File: config.mk
export PLATFORM = sky130hd
export DESIGN_NAME = hlg_queue
export DESIGN_NICKNAME = d
export VERILOG_FILES = /design/src/sv/hlg_pkg.sv /design/src/sv/hlg_queue.sv
export SDC_FILE = /design/constraint.sdc
export NUM_CORES = 1
export LEC_CHECK = 0
export ABC_CLOCK_PERIOD_IN_PS = 10300
export BUFFER_PORTS_ARGS = -buffer_cell sky130_fd_sc_hd__buf_2
export CAP_MARGIN = 15
export CORE_AREA = 3 3 297 299
export DETAILED_ROUTE_END_ITERATION = 16
export DIE_AREA = 0 0 300 302
export PLACE_DENSITY = 0.65
export SKIP_CTS_REPAIR_TIMING = 1
export SYNTH_ARGS = -nofsm -noshare
export SYNTH_HDL_FRONTEND = slang
export SYNTH_SLANG_ARGS = --single-unit
File: constraint.sdc
create_clock -name clock -period 10.3 [get_ports clock]
set_input_delay 0.515 -clock clock [delete_from_list [all_inputs] [get_ports clock]]
set_output_delay 0.515 -clock clock [all_outputs]
set_load 0.01 [all_outputs]
File: src/sv/hlg_pkg.sv
package hlg_pkg;

   localparam int MAX_LINES = 64;
   localparam int CNT_W     = $clog2(MAX_LINES + 1);
   localparam int ANG_BITS  = 14;
   localparam int ANG_ONE   = 16384;
   localparam int WIDE_W    = 64;

   typedef enum logic [2:0] {
      CSR_ANCHOR_X    = 3'd0,
      CSR_ANCHOR_Y    = 3'd1,
      CSR_DIR_COS     = 3'd2,
      CSR_DIR_SIN     = 3'd3,
      CSR_LINE_GAP    = 3'd4,
      CSR_EDGE_MARGIN = 3'd5,
      CSR_HATCH_ON    = 3'd6
   } csr_index_type;

   typedef struct packed {
      logic signed [31:0] box_left;
      logic signed [31:0] box_bottom;
      logic signed [31:0] box_right;
      logic signed [31:0] box_top;
   } req_type;

   typedef struct packed {
      logic signed [31:0] seg_x0;
      logic signed [31:0] seg_y0;
      logic signed [31:0] seg_x1;
      logic signed [31:0] seg_y1;
      logic               seg_valid;
      logic               seg_last;
      logic               count_clipped;
   } rsp_type;

   typedef struct packed {
      logic signed [31:0] anchor_x;
      logic signed [31:0] anchor_y;
      logic signed [15:0] dir_cos;
      logic signed [15:0] dir_sin;
      logic [30:0]        line_gap;
      logic [30:0]        edge_margin;
      logic               hatch_on;
   } cfg_type;

   // one box, classified and ready for the line loop
   typedef struct packed {
      logic                     is_empty;
      logic                     clip;
      logic                     horiz;
      logic [CNT_W-1:0]         count;
      logic signed [WIDE_W-1:0] kg0;
      logic [WIDE_W-1:0]        step;
      logic signed [WIDE_W-1:0] base0;
      logic signed [WIDE_W-1:0] base1;
      logic [14:0]              den;
      logic signed [31:0]       off;
      logic signed [31:0]       fixed0;
      logic signed [31:0]       fixed1;
   } job_type;

   function automatic logic signed [31:0] sat32(input logic signed [64:0] v);
      if (v > 65'sd2147483647) begin
         return 32'sh7FFF_FFFF;
      end else if (v < -65'sd2147483648) begin
         return 32'sh8000_0000;
      end else begin
         return v[31:0];
      end
   endfunction

endpackage

File: src/sv/hlg_queue.sv
module hlg_queue (
   input  logic             clock,
   input  logic             reset,
   input  logic             in_valid,
   output logic             in_ready,
   input  hlg_pkg::job_type in_job,
   output logic             out_valid,
   input  logic             out_ready,
   output hlg_pkg::job_type out_job
);
   import hlg_pkg::*;

   job_type    slot_ff [2];
   logic       wr_ff, wr_in, rd_ff, rd_in;
   logic [1:0] fill_ff, fill_in;
   logic       push, pop;

   assign in_ready  = (fill_ff != 2'd2);
   assign out_valid = (fill_ff != 2'd0);
   assign push      = in_valid && in_ready;
   assign pop       = out_valid && out_ready;
   assign out_job   = slot_ff[rd_ff];

   always_comb begin
      wr_in   = push ? !wr_ff : wr_ff;
      rd_in   = pop ? !rd_ff : rd_ff;
      fill_in = fill_ff + 2'(push) - 2'(pop);
   end

   always_ff @(posedge clock) begin
      if (reset) begin
         wr_ff   <= 1'b0;
         rd_ff   <= 1'b0;
         fill_ff <= 2'd0;
      end else begin
         wr_ff   <= wr_in;
         rd_ff   <= rd_in;
         fill_ff <= fill_in;
      end
      if (push) begin
         slot_ff[wr_ff] <= in_job;
      end
   end

endmodule

==> impl_metrics.py, run 1 <==
metrics = {
    "run_status": {
        "status": "finished clean",
    },
    "logic_synthesis": {
        "syn_area_per_cell_sq_um": 24.0,
        "synth.area.top_cells": "edfxtp_1 78%, mux2_4 17%, mux2_2 1.8%, buf_6 0.97%, buf_8 0.68%",
        "synth.distinct_cells": 25,
        "synthFlopType": "edfxtp_1",
        "syn_nets": 1584,
        "ys_warn_count": 0,
        "synthCells": 1202,
        "synth-seq-cells": 759,
        "yosysTopAreaCellShare": 0.784,
        "netlist_area_sq_mm": 0.0289,
        "synth-edff-count": 754,
        "synth_top_area_cell": "edfxtp_1",
        "synthArstFlopShare": 0,
        "ys_seq_area_frac": 0.788,
    },
    "clock_network": {
        "cts.sinks": 759,
        "htreeDepth": 3,
        "clkTransAtPathRegs_ns": 0.06,
        "cts_buffer_depth": 3,
        "cts_buffers": 81,
        "clk_latency_ns": 0.63,
        "ctsRootBufferMaster": "clkbuf_16",
        "cts_tree": "built",
    },
    "floorplan": {
        "num_rows": 107,
        "die_w_microns": 300,
        "dieArea_sq_mm": 0.0906,
        "initial_core_util": 0.338,
        "ios": 760,
        "coreArea_sq_mm": 0.0854,
        "dieHeight_microns": 302,
    },
    "flow_run": {
        "drv_cap": 0,
    },
    "routing": {
        "drc": 0,
        "vias": 14300,
        "routed_via_density": 4.41,
        "totalWireLength_microns": 67800,
        "first_pass_iters": 4,
        "postRouteAntennaNets": 0,
        "routedWlPerCell_microns": 20.9,
        "drt_iter0_markers": 810,
    },
    "setup_path": {
        "worst_ep_arrival_time_ns": 3.74,
        "path_class": "flop to output pin",
        "r2r_end": "slot_ff[0][57]$_DFFE_PP_",
        "crit_fanout": 112,
        "r2r_slack_ns": 6.70,
        "crit-reg2reg-launch": "fill_ff[0]$_SDFF_PP0_",
        "crit_path_end_kind": "output pin",
        "crit_path_start_kind": "flop",
        "reg2reg_depth": 5,
        "crit_required_ns": 9.79,
    },
    "timing": {
        "slew_violations": 0,
        "final-setup-viol-count": 0,
        "clock_skew_ns": 0.0184,
        "fmax_ghz": 0.235,
        "max-slew-margin-rel": 0.236,
        "final.period_utilization": 0.413,
        "hold_viol": 0,
        "worst_slack_ns": 6.05,
        "period_minus_slack_ns": 4.25,
        "worst_slew_pin_slew_ns": 1.15,
        "rsz0062_at_grt": "no",
        "tns_ns": 0,
    },
    "min_path": {
        "hold_end": "slot_ff[1][238]$_DFFE_PP_",
        "hold_class": "input port to flop",
        "hold_depth": 1,
        "hp-start": "in_job[238]",
    },
    "final_layout": {
        "drive_gt1_frac": 0.609,
        "final_nets": 2395,
        "final_cell_mix": "759 x buf_2, 754 x edfxtp_1, 330 x mux2_4",
        "stdcell_area_sq_mm": 0.0363,
        "seq_area_sq_mm": 0.0227,
        "area_delta_synth_final_pct": 25.8,
        "multi_input_area_sq_mm": 0.00564,
        "final_common_cell": "buf_2",
        "fillers": 7592,
    },
    "global_routing": {
        "overflow": 0,
        "grt_pass1_vias": 15300,
        "grtUsageTotal": 0.143,
        "grt_pass1_wl_microns": 95900,
        "antenna_found_initial": 32,
        "grt_max_degree": 155,
    },
    "pwr": {
        "fin_total_pwr_w": 0.00839,
        "power_density_mw_per_mm2": 231,
        "vdd_drop_max_uv": 241,
        "total_leakage_power_nw": 14.0,
    },
    "place": {
        "hpwl_microns": 48400,
        "place.gp.congestion": 0.842,
        "pre_cts_slack_ns": 6.69,
        "numPortBuffers": 759,
        "dpl-instance-area_sq_mm": 0.0338,
    },
}
==> critical path, stage by stage (launching register included) <==
cell,delay [ns]
dfxtp_4,0.58
buf_4,0.60
buf_4,0.59
buf_12,0.55
mux2_4,0.36
buf_2,0.14
==> flip-flops by register name, summed over array words and instances (netlist names), named ones only <==
signal   cells
slot_ff    754
fill_ff      2
wr_ff        1
rd_ff        1
==> layer usage <==
| layer | share of wire | GRT usage |
|---|---|---|
| met1 | 0.34 | 0.145 |
| met2 | 0.52 | 0.253 |
| met3 | 0.092 | 0.0561 |
| met4 | 0.044 | 0.0753 |
| met5 | 0.0021 | 0 |
==> power by group <==
group / switching, W / internal, W / leakage (nW)
registers: 0.0000956 / 0.00376 / 7.09
logic: 0.000922 / 0.000917 / 5.64
clock network: 0.00116 / 0.00154 / 1.21
==> worst max path at each step <==
| stage | end | slack [ns] |
|---|---|---|
| final | out_job[249] | 6.05 |
| after CTS | out_job[3] | 5.99 |
| after floorplan | slot_ff[1][0]$_DFFE_PP_ | 0.26 |
| after detailed placement | out_job[340] | 6.69 |
| after global placement | out_job[5] | 6.72 |
| after global routing | out_job[5] | 5.86 |
==> final cells by class <==
class | count | share of cell area
clock buffers | 98 | 0.0576
well taps | 1144 | 0.0394
diodes | 19 | 0.00131
multi-input cells | 400 | 0.155
inverters | 1 | 0.000310
clock inverters | 48 | 0.0112
repair buffers | 770 | 0.109
flip-flops and latches | 759 | 0.626
==> synthesized netlist by cell type (2+ instances only) <==
master	count
dfxtp_1	5
buf_2	4
nor2_1	4
edfxtp_1	754
and3_1	2
mux2_4	330
nor2b_1	2
o21ai_0	2
buf_6	25
buf_8	13
mux2_2	47
==> logic make-up after synthesis <==
group | Yosys count | share of synthesized area
multiplexers | 377 | 0.190
buffers and inverters | 43 | 0.0173
AO/OA/AOI/OAI | 6 | 0.00152
XOR/XNOR | 1 | 0.000303
adder cells (fa/ha/maj) | 1 | 0.000433
flip-flops | 759 | 0.788
AND/OR/NAND/NOR | 15 | 0.00299
==> through the flow <==
step | hold WS, ns | std cells | utilization
4_1_cts | 0.0115 | 3220 | 0.425
3_3_place_gp | 0.491 | 3074 | 0.395
5_1_grt | 0.0134 | 3234 | 0.425
6_report | 0.0703 | 3239 | 0.425
2_1_floorplan | 0.472 | 1202 | -
3_5_place_dp | 0.494 | 3074 | 0.395
Note: power is estimated with default switching activity, not from simulation.
==> run 2, diff against run 1 <==
Settings changed: ABC_CLOCK_PERIOD_IN_PS 10300 to 4250, CORE_AREA 3 3 297 299 to 3 3 292 294, DIE_AREA 0 0 300 302 to 0 0 295 297, PLACE_DENSITY 0.65 to 0.64.
Clock period 10.3 ns to 4.25 ns, I/O delays scaled along.
==> run 2 against run 1 <==
Compared with the run above:
- flip-flop and latch count did not move
- critical path type unchanged
- combinational power rose to 2.7 times the previous value
- global-route usage fell by 0.069 points
- critical endpoint is now out_job[312]
- highest routed layer is now met4
- register-to-register slack got worse by 5.0 ns
- sequential power rose by 140%
- core utilization rose by 5.9 points
==> impl_metrics.py, run 2 (same netlist as run 1, synthesis figures left out) <==
metrics = {
    "timing": {
        "fmax_ghz": 0.355,
        "worst_slew_pin_slew_ns": 1.06,
        "slew_violations": 0,
        "final-setup-viol-count": 0,
        "final.period_utilization": 0.663,
        "hold_viol": 0,
        "rsz0062_at_grt": "no",
        "max-slew-margin-rel": 0.292,
        "hold_slack_ns": 0.0302,
        "clock_skew_ns": 0.0332,
        "period_minus_slack_ns": 2.82,
    },
    "final_layout": {
        "final_cell_mix": "759 x buf_2, 754 x edfxtp_1, 378 x dlygate4sd3_1",
        "layoutNonFillerInstCount": 3558,
        "drive_gt1_frac": 0.521,
        "final_common_cell": "buf_2",
        "top_register": "slot_ff",
        "stdcell_area_sq_mm": 0.0403,
        "final_nets": 2799,
        "seq_area_sq_mm": 0.0227,
        "largest_register_ffs": 754,
        "largestRegisters": "slot_ff x754, fill_ff x2",
        "fillers": 6830,
        "area_delta_synth_final_pct": 39.4,
        "multi_input_area_sq_mm": 0.00565,
    },
    "routing": {
        "routedWlPerCell_microns": 19.5,
        "drc": 0,
        "vias": 15800,
        "routed_via_density": 4.45,
        "postRouteAntennaNets": 0,
        "totalWireLength_microns": 69400,
        "first_pass_iters": 4,
        "drt_iter0_markers": 759,
    },
    "global_routing": {
        "grt_max_degree": 72,
        "antenna_found_initial": 2,
        "grtUsageTotal": 0.142,
        "grt_pass1_vias": 15300,
        "overflow": 0,
        "grt_pass1_wl_microns": 93700,
    },
    "pwr": {
        "vdd_drop_max_uv": 373,
        "power_density_mw_per_mm2": 516,
        "total_leakage_power_nw": 15.7,
        "fin_total_pwr_w": 0.0208,
    },
    "setup_path": {
        "worst_ep_arrival_time_ns": 2.61,
        "crit_fanout": 53,
        "crit_path_start_kind": "flop",
        "endpoint": "out_job[312]",
        "r2r_slack_ns": 1.74,
        "path_class": "flop to output pin",
        "r2r_end": "slot_ff[0][51]$_DFFE_PP_",
        "crit_path_end_kind": "output pin",
        "crit-reg2reg-launch": "fill_ff[0]$_SDFF_PP0_",
        "crit_required_ns": 4.04,
        "reg2reg_depth": 4,
    },
    "place": {
        "place.gp.congestion": 0.790,
        "dp_cells": 3036,
        "dpl-instance-area_sq_mm": 0.0340,
        "hpwl_microns": 46600,
        "numPortBuffers": 759,
    },
    "floorplan": {
        "dieArea_sq_mm": 0.0876,
        "initial_core_util": 0.347,
        "dieHeight_microns": 297,
        "die_w_microns": 295,
        "coreArea_sq_mm": 0.0832,
        "num_rows": 106,
        "ios": 760,
    },
    "flow_run": {
        "drv_cap": 0,
    },
    "clock_network": {
        "clkTransAtPathRegs_ns": 0.05,
        "cts.sinks": 759,
        "cts_buffers": 81,
        "cts_tree": "built",
        "ctsRootBufferMaster": "clkbuf_16",
        "htreeDepth": 3,
        "clk_latency_ns": 0.63,
        "cts_buffer_depth": 3,
    },
    "run_status": {
        "status": "finished clean",
    },
    "min_path": {
        "hold_class": "input port to flop",
    },
}
## run 2: cell type report
type                       instances  share of cell area
clock inverter                    41             0.00908
sequential                       759               0.565
multi-input combinational        400               0.140
timing repair buffer            1174               0.199
inverter                           1            0.000186
tap                             1080              0.0336
clock buffer                     101              0.0527
antenna                            2            0.000124
## run 2: layer usage
layer  vias to the layer above  track usage  wire (microns)
met1                      7842        0.150           25900
li1                       7248            -               -
met3                       122       0.0516            5180
met2                       637        0.251           36100
met4                         0       0.0659            2190
met5                         -            0               0
## run 2: through the flow
step                      setup slack (ns)  TNS (ns)   util
after floorplan                      -2.43  -1395.98      -
after global placement                1.79         0  0.409
after detailed placement              1.73         0  0.409
after CTS                             1.37         0  0.439
after global routing                  1.30         0  0.484
final                                 1.43         0  0.484
## run 2: worst min path at each step
stage,start,to,slack [ns],cells after the start
4_1_cts,in_job[135],slot_ff[0][135]$_DFFE_PP_,-0.30,1
3_5_place_dp,in_job[46],slot_ff[0][46]$_DFFE_PP_,0.40,1
6_report,out_ready,rd_ff$_SDFFE_PP0P_,0.03,4
5_1_grt,in_valid,wr_ff$_SDFFE_PP0P_,0.006,3
2_1_floorplan,reset,fill_ff[0]$_SDFF_PP0_,0.28,1
3_3_place_gp,in_job[24],slot_ff[0][24]$_DFFE_PP_,0.40,1
## run 2: critical path, stage by stage, from the launching register on
cell     delay [ns]
dfxtp_4        0.68
buf_12         0.30
buf_12         0.34
mux2_4         0.35
buf_2          0.15
## run 2: report_power, final
part           leakage (nW)  switching, W  internal, W
clock                  1.21       0.00283      0.00375
combinational          7.38       0.00238      0.00250
sequential             7.10      0.000221      0.00909
total                  15.7       0.00543       0.0153
