<file path="src/sv/hlg_pkg.sv">
package hlg_pkg;

   localparam int MAX_LINES = 64;
   localparam int CNT_W     = $clog2(MAX_LINES + 1);
   localparam int ANG_BITS  = 14;
   localparam int ANG_ONE   = 16384;
   localparam int WIDE_W    = 64;

   typedef enum logic [2:0] {
      CSR_ANCHOR_X    = 3'd0,
      CSR_ANCHOR_Y    = 3'd1,
      CSR_DIR_COS     = 3'd2,
      CSR_DIR_SIN     = 3'd3,
      CSR_LINE_GAP    = 3'd4,
      CSR_EDGE_MARGIN = 3'd5,
      CSR_HATCH_ON    = 3'd6
   } csr_index_type;

   typedef struct packed {
      logic signed [31:0] box_left;
      logic signed [31:0] box_bottom;
      logic signed [31:0] box_right;
      logic signed [31:0] box_top;
   } req_type;

   typedef struct packed {
      logic signed [31:0] seg_x0;
      logic signed [31:0] seg_y0;
      logic signed [31:0] seg_x1;
      logic signed [31:0] seg_y1;
      logic               seg_valid;
      logic               seg_last;
      logic               count_clipped;
   } rsp_type;

   typedef struct packed {
      logic signed [31:0] anchor_x;
      logic signed [31:0] anchor_y;
      logic signed [15:0] dir_cos;
      logic signed [15:0] dir_sin;
      logic [30:0]        line_gap;
      logic [30:0]        edge_margin;
      logic               hatch_on;
   } cfg_type;

   // one box, classified and ready for the line loop
   typedef struct packed {
      logic                     is_empty;
      logic                     clip;
      logic                     horiz;
      logic [CNT_W-1:0]         count;
      logic signed [WIDE_W-1:0] kg0;
      logic [WIDE_W-1:0]        step;
      logic signed [WIDE_W-1:0] base0;
      logic signed [WIDE_W-1:0] base1;
      logic [14:0]              den;
      logic signed [31:0]       off;
      logic signed [31:0]       fixed0;
      logic signed [31:0]       fixed1;
   } job_type;

   function automatic logic signed [31:0] sat32(input logic signed [64:0] v);
      if (v > 65'sd2147483647) begin
         return 32'sh7FFF_FFFF;
      end else if (v < -65'sd2147483648) begin
         return 32'sh8000_0000;
      end else begin
         return v[31:0];
      end
   endfunction

endpackage

</file>
<file path="src/sv/hlg_div.sv">
module hlg_div (
   input  logic                             clock,
   input  logic                             reset,
   input  logic                             start,
   input  logic signed [hlg_pkg::WIDE_W-1:0] num,
   input  logic [hlg_pkg::WIDE_W-1:0]       den,
   output logic                             done,
   output logic signed [hlg_pkg::WIDE_W-1:0] quo,
   output logic [hlg_pkg::WIDE_W-1:0]       rem
);
   import hlg_pkg::*;

   localparam int IW = $clog2(WIDE_W);

   logic                busy_ff, busy_in;
   logic                fix_ff, fix_in;
   logic                done_ff, done_in;
   logic                neg_ff, neg_in;
   logic [IW-1:0]       cnt_ff, cnt_in;
   logic [WIDE_W-1:0]   mag_ff, mag_in;
   logic [WIDE_W-1:0]   acc_ff, acc_in;
   logic [WIDE_W-1:0]   rem_ff, rem_in;
   logic signed [WIDE_W-1:0] quo_ff, quo_in;
   logic [WIDE_W-1:0]   rout_ff, rout_in;
   logic [WIDE_W:0]     trial;
   logic                fits;

   // floor division, positive divisor, one quotient bit per cycle
   always_comb begin
      busy_in = busy_ff;
      fix_in  = 1'b0;
      done_in = 1'b0;
      neg_in  = neg_ff;
      cnt_in  = cnt_ff;
      mag_in  = mag_ff;
      acc_in  = acc_ff;
      rem_in  = rem_ff;
      quo_in  = quo_ff;
      rout_in = rout_ff;
      trial   = {rem_ff, mag_ff[WIDE_W-1]};
      fits    = trial >= {1'b0, den};
      if (start) begin
         busy_in = 1'b1;
         neg_in  = num[WIDE_W-1];
         mag_in  = num[WIDE_W-1] ? WIDE_W'(-num) : WIDE_W'(num);
         acc_in  = '0;
         rem_in  = '0;
         cnt_in  = '1;
      end else if (busy_ff) begin
         rem_in = fits ? WIDE_W'(trial - {1'b0, den}) : trial[WIDE_W-1:0];
         acc_in = {acc_ff[WIDE_W-2:0], fits};
         mag_in = {mag_ff[WIDE_W-2:0], 1'b0};
         cnt_in = cnt_ff - IW'(1);
         if (cnt_ff == '0) begin
            busy_in = 1'b0;
            fix_in  = 1'b1;
         end
      end else if (fix_ff) begin
         done_in = 1'b1;
         if (neg_ff && (rem_ff != '0)) begin
            quo_in  = -$signed(acc_ff) - 64'sd1;
            rout_in = den - rem_ff;
         end else if (neg_ff) begin
            quo_in  = -$signed(acc_ff);
            rout_in = '0;
         end else begin
            quo_in  = $signed(acc_ff);
            rout_in = rem_ff;
         end
      end
   end

   always_ff @(posedge clock) begin
      if (reset) begin
         busy_ff <= 1'b0;
         fix_ff  <= 1'b0;
         done_ff <= 1'b0;
      end else begin
         busy_ff <= busy_in;
         fix_ff  <= fix_in;
         done_ff <= done_in;
      end
      neg_ff  <= neg_in;
      cnt_ff  <= cnt_in;
      mag_ff  <= mag_in;
      acc_ff  <= acc_in;
      rem_ff  <= rem_in;
      quo_ff  <= quo_in;
      rout_ff <= rout_in;
   end

   assign done = done_ff;
   assign quo  = quo_ff;
   assign rem  = rout_ff;

endmodule

</file>
<file path="src/sv/hlg_back.sv">
module hlg_back (
   input  logic             clock,
   input  logic             reset,
   input  logic             job_valid,
   output logic             job_ready,
   input  hlg_pkg::job_type job,
   output logic             rsp_valid,
   input  logic             rsp_ready,
   output hlg_pkg::rsp_type rsp_data
);
   import hlg_pkg::*;

   typedef enum logic [5:0] {
      B_IDLE  = 6'b00_0001,
      B_DIV0  = 6'b00_0010,
      B_WAIT0 = 6'b00_0100,
      B_DIV1  = 6'b00_1000,
      B_WAIT1 = 6'b01_0000,
      B_SEND  = 6'b10_0000
   } bstate_type;

   bstate_type state_ff, state_in;
   job_type    job_ff, job_in;
   logic signed [WIDE_W-1:0] kg_ff, kg_in;
   logic [CNT_W-1:0] left_ff, left_in;
   logic signed [31:0] c0_ff, c0_in;
   rsp_type    rsp_ff, rsp_in;
   logic       div_start, div_done;
   logic signed [WIDE_W-1:0] div_num, div_quo;
   logic [WIDE_W-1:0] div_den, div_rem;
   logic signed [31:0] coord;

   hlg_div u_div (
      .clock (clock),
      .reset (reset),
      .start (div_start),
      .num   (div_num),
      .den   (div_den),
      .done  (div_done),
      .quo   (div_quo),
      .rem   (div_rem)
   );

   always_comb begin
      state_in  = state_ff;
      job_in    = job_ff;
      kg_in     = kg_ff;
      left_in   = left_ff;
      c0_in     = c0_ff;
      rsp_in    = rsp_ff;
      div_start = (state_ff == B_DIV0) || (state_ff == B_DIV1);
      div_den   = WIDE_W'({job_ff.den, 1'b0});
      // round to nearest, halves upward: floor((2n + d) / 2d)
      if ((state_ff == B_DIV1) || (state_ff == B_WAIT1)) begin
         div_num = ((kg_ff + job_ff.base1) <<< 1) + $signed(WIDE_W'(job_ff.den));
      end else begin
         div_num = ((kg_ff + job_ff.base0) <<< 1) + $signed(WIDE_W'(job_ff.den));
      end
      coord = sat32(65'(job_ff.off) + 65'(div_quo));
      // divider remainder unused here
      if (div_rem == '0) begin
         coord = coord;
      end

      case (state_ff)
         B_IDLE: begin
            if (job_valid) begin
               job_in  = job;
               kg_in   = job.kg0;
               left_in = job.count;
               if (job.is_empty) begin
                  rsp_in          = '0;
                  rsp_in.seg_last = 1'b1;
                  left_in         = CNT_W'(1);
                  state_in        = B_SEND;
               end else begin
                  state_in = B_DIV0;
               end
            end
         end
         B_DIV0: begin
            state_in = B_WAIT0;
         end
         B_WAIT0: begin
            if (div_done) begin
               c0_in    = coord;
               state_in = B_DIV1;
            end
         end
         B_DIV1: begin
            state_in = B_WAIT1;
         end
         B_WAIT1: begin
            if (div_done) begin
               if (job_ff.horiz) begin
                  rsp_in.seg_x0 = job_ff.fixed0;
                  rsp_in.seg_y0 = c0_ff;
                  rsp_in.seg_x1 = job_ff.fixed1;
                  rsp_in.seg_y1 = coord;
               end else begin
                  rsp_in.seg_x0 = c0_ff;
                  rsp_in.seg_y0 = job_ff.fixed0;
                  rsp_in.seg_x1 = coord;
                  rsp_in.seg_y1 = job_ff.fixed1;
               end
               rsp_in.seg_valid     = 1'b1;
               rsp_in.seg_last      = (left_ff == CNT_W'(1));
               rsp_in.count_clipped = job_ff.clip;
               state_in = B_SEND;
            end
         end
         B_SEND: begin
            if (rsp_ready) begin
               left_in  = left_ff - CNT_W'(1);
               kg_in    = kg_ff + $signed(job_ff.step);
               state_in = (left_ff == CNT_W'(1)) ? B_IDLE : B_DIV0;
            end
         end
         default: begin
            state_in = B_IDLE;
         end
      endcase
   end

   always_ff @(posedge clock) begin
      if (reset) begin
         state_ff <= B_IDLE;
         left_ff  <= '0;
      end else begin
         state_ff <= state_in;
         left_ff  <= left_in;
      end
      job_ff <= job_in;
      kg_ff  <= kg_in;
      c0_ff  <= c0_in;
      rsp_ff <= rsp_in;
   end

   assign job_ready = (state_ff == B_IDLE);
   assign rsp_valid = (state_ff == B_SEND);
   assign rsp_data  = rsp_ff;

endmodule

</file>
<file path="config.mk">
export PLATFORM = sky130hd
export DESIGN_NAME = hlg_back
export DESIGN_NICKNAME = d
export VERILOG_FILES = /design/src/sv/hlg_pkg.sv /design/src/sv/hlg_div.sv /design/src/sv/hlg_back.sv
export SDC_FILE = /design/constraint.sdc
export NUM_CORES = 2
export LEC_CHECK = 0
export BUFFER_PORTS_ARGS = -buffer_cell sky130_fd_sc_hd__clkbuf_2
export CAP_MARGIN = 10
export CORE_ASPECT_RATIO = 1.4
export CORE_MARGIN = 2
export CORE_UTILIZATION = 25
export CTS_CLUSTER_SIZE = 8
export DETAILED_ROUTE_END_ITERATION = 7
export PLACE_DENSITY = 0.38
export SYNTH_ARGS = -nofsm -noshare
export SYNTH_HDL_FRONTEND = slang
export SYNTH_SLANG_ARGS = --single-unit
</file>
<file path="constraint.sdc">
create_clock -name clock -period 38.2 [get_ports clock]
set_input_delay 9.55 -clock clock [delete_from_list [all_inputs] [get_ports clock]]
set_output_delay 9.55 -clock clock [all_outputs]
set_load 0.01 [all_outputs]
</file>
==> reports/metrics.cfg <==
[status]
outcome = completed

[timing]
setup_viol = 0
finalCritPeriodShare_pct = 33.1
finalClockSkew_ps = 56.3
hold_viol = 0
tns_ps = 0
hold_ws_ps = 483
worst_pin_slew_ps = 1110
finalCriticalPeriod_ps = 12640
drv_slew = 0
rsz0062_at_grt = false
max_freq_mhz = 79.1
slew_headroom_pct = 25.3

[clock_network]
cts_max_level = 3
cts.sinks = 807
post-cts-setup-buffers = 0
cts.path.max_buffers = 3
postCtsHoldBufs = 0
cts-resized-gates = 0
clk_pin_slew_ps = 50
numCtsBuffers = 115
clock_latency_ps = 750
cts_tree = built
clock-root-buffer = clkbuf_16

[detailed_routing]
vias_per_cell = 4.78
drtPass1Iterations = 5
wl_per_cell_um = 19.2
antenna_left = 0
vias = 39900
drc = 0
finalWirelength_um = 160000
dr.first_iter.drc_count = 1967

[place]
hpwl_um = 123000
finalWeightedCongestion = 0.828
placed_cells = 8125
io_buffers = 509

[grt]
grt_pass1_wl_um = 245000
antenna_found_initial = 10
grt_pass1_vias = 40800
grt_overflow = 0
grt_max_degree = 133
track_usage_pct = 15.3

[critical_path]
crit_type = reg -> out
cp_slowest_stage_delay_ps = 650
slowest_stage = inv_1
start_kind = flip-flop
regToRegSetupSlack_ps = 28810
crit_fanout = 9
reg2regPathDepth = 26
r2r-start = state_ff[3]
r2r_end = u_div.mag_ff[63]
cp.required_ps = 28650
arrival_ps = 3090
crit_path_cell_trace = nor2_1 -> nand4b_1 -> inv_1 -> buf_4 -> clkbuf_2
crit_path_end_kind = primary output

[floorplan]
rows = 194
coreArea_um2 = 200000
io_pins = 514
die_area_um2 = 205000
start_util_pct = 25.2
die_w_um = 383
die_h_um = 534

[min_path]
hold_path_startpoint = u_div.cnt_ff[0]
hold_class = reg -> reg
hold_depth = 2
holdPathEnd = u_div.cnt_ff[0]

[yosys]
syn_avg_cell_area_um2 = 9.70
ys_seq_area_share_pct = 45.3
ys_ff_latch = 807
ys.flop_type = edfxtp_1
synth_area_um2 = 50200
synth_fp_nets = 5792
synth_edf_count = 657
ys_async_sr_fraction_pct = 0
yosysWarnings = 0
synthDistinctLibCells = 104
synth_cells = 5179

[finish]
fill_cells = 21100
drive_gt1_share_pct = 15.2
area_delta_synth_final_pct = 17.5
final-instance-count-excl-fill = 8340
fin_util_pct = 29.6
fin_nets = 6209

[pwr]
p_leak_nw = 22.6
vdd_ir_drop_max_uv = 36.4
power_mw = 3.72
power_density_nw_per_um2 = 63.0

[job]
maxCapViolations = 0

-- critical path, delay by kind of cell (launching register included) --
family	cells	cell delay [ps]
AND/OR/NAND/NOR	2	820
flip-flops	1	340
buffers and inverters	3	1200
-- flip-flops by register name, summed over array words and instances (netlist names), 6 cells and up --
register,cells
rsp_data,131
state_ff,6
u_div.cnt_ff,6
kg_ff,63
u_div.acc_ff,64
u_div.mag_ff,64
u_div.rem_ff,64
div_den,15
left_ff,7
c0_ff,32
job_ff,287
u_div.quo,64
-- placed cells by master (no fill, tap or decap), types with 53 or more instances in the layout --
cell / netlist / final
clkbuf_16: 0 / 116
dfxtp_1: 150 / 149
edfxtp_1: 657 / 657
a21o_1: 137 / 136
o21ai_0: 369 / 369
o21ai_1: 56 / 56
inv_1: 106 / 104
nand3_1: 110 / 109
nand2_1: 613 / 613
mux2_2: 68 / 68
ha_1: 227 / 227
clkbuf_2: 0 / 509
nor3_1: 101 / 101
a21oi_1: 293 / 293
nand4_1: 88 / 88
clkbuf_1: 211 / 77
nor4_1: 57 / 57
nor2_1: 478 / 474
mux2i_1: 156 / 156
xnor2_1: 261 / 261
xor2_1: 169 / 169
or3_1: 53 / 53
-- how the worst max path moves through the flow --
stage	startpoint	end	slack [ps]	depth (start not counted)
4_1_cts	state_ff[1]	rsp_valid	25310	5
3_5_place_dp	job_valid	job_ff[133]	25230	5
6_report	state_ff[1]	rsp_valid	25560	5
2_1_floorplan	job_valid	left_ff[1]	19050	6
5_1_grt	state_ff[2]	rsp_valid	25290	5
3_3_place_gp	job_valid	job_ff[134]	25260	5
-- layer usage --
layer	wire length, µm	vias to the layer above	track usage, %
li1	-	20000	-
met1	67400	18800	18.1
met2	80800	883	27.9
met3	6750	238	2.28
met4	4710	12	4.79
met5	73	-	0
-- cell usage after synthesis, drive strengths merged, types with 67 or more instances --
library cell    n  area share [%]
a21o          137             2.0
a21oi         294             2.9
clkbuf        211             1.6
dfxtp         150             6.0
edfxtp        657              39
ha            227             5.7
inv           107            0.80
mux2           69             1.5
mux2i         156             3.1
nand2         613             4.6
nand3         112             1.2
nand4          88             1.1
nor2          479             3.6
nor3          108             1.2
nor4           67             1.0
o21ai         426             4.3
xnor2         262             4.6
xor2          170             3.0
-- where the power goes --
part	total (mW)	switching [mW]	internal [mW]
combinational	1.54	0.954	0.589
clock	0.988	0.410	0.578
sequential	1.18	0.0764	1.11
total	3.72	1.44	2.27
-- area by class of cell --
type                    count  area (µm²)  share of cell area, %
repair buffers            562        2960                   5.01
inverters                 107         402                  0.681
clock inverters            12         193                  0.327
diodes                      4        10.0                 0.0170
well taps                2646        3310                   5.61
multi-input cells        4003       26100                   44.3
flip-flops and latches    807       22700                   38.5
clock buffers             199        3270                   5.55
-- cell families after synthesis --
kind of cell / Yosys count / share of synthesized area (%)
flops: 807 / 45.3
simple gates: 1815 / 17.4
buf+inv: 369 / 2.88
fa+ha+maj: 232 / 5.85
mux: 225 / 4.66
compound gates: 1299 / 16.3
xor+xnor: 432 / 7.56
-- through the flow --
stage                     worst slack, ps  area (µm²)
after floorplan                     19050       50200
after global placement              25260       55500
after detailed placement            25230       55500
after CTS                           25310       59000
after global routing                25290       59000
final                               25560       59000
Note: power is estimated with default switching activity, not from simulation.
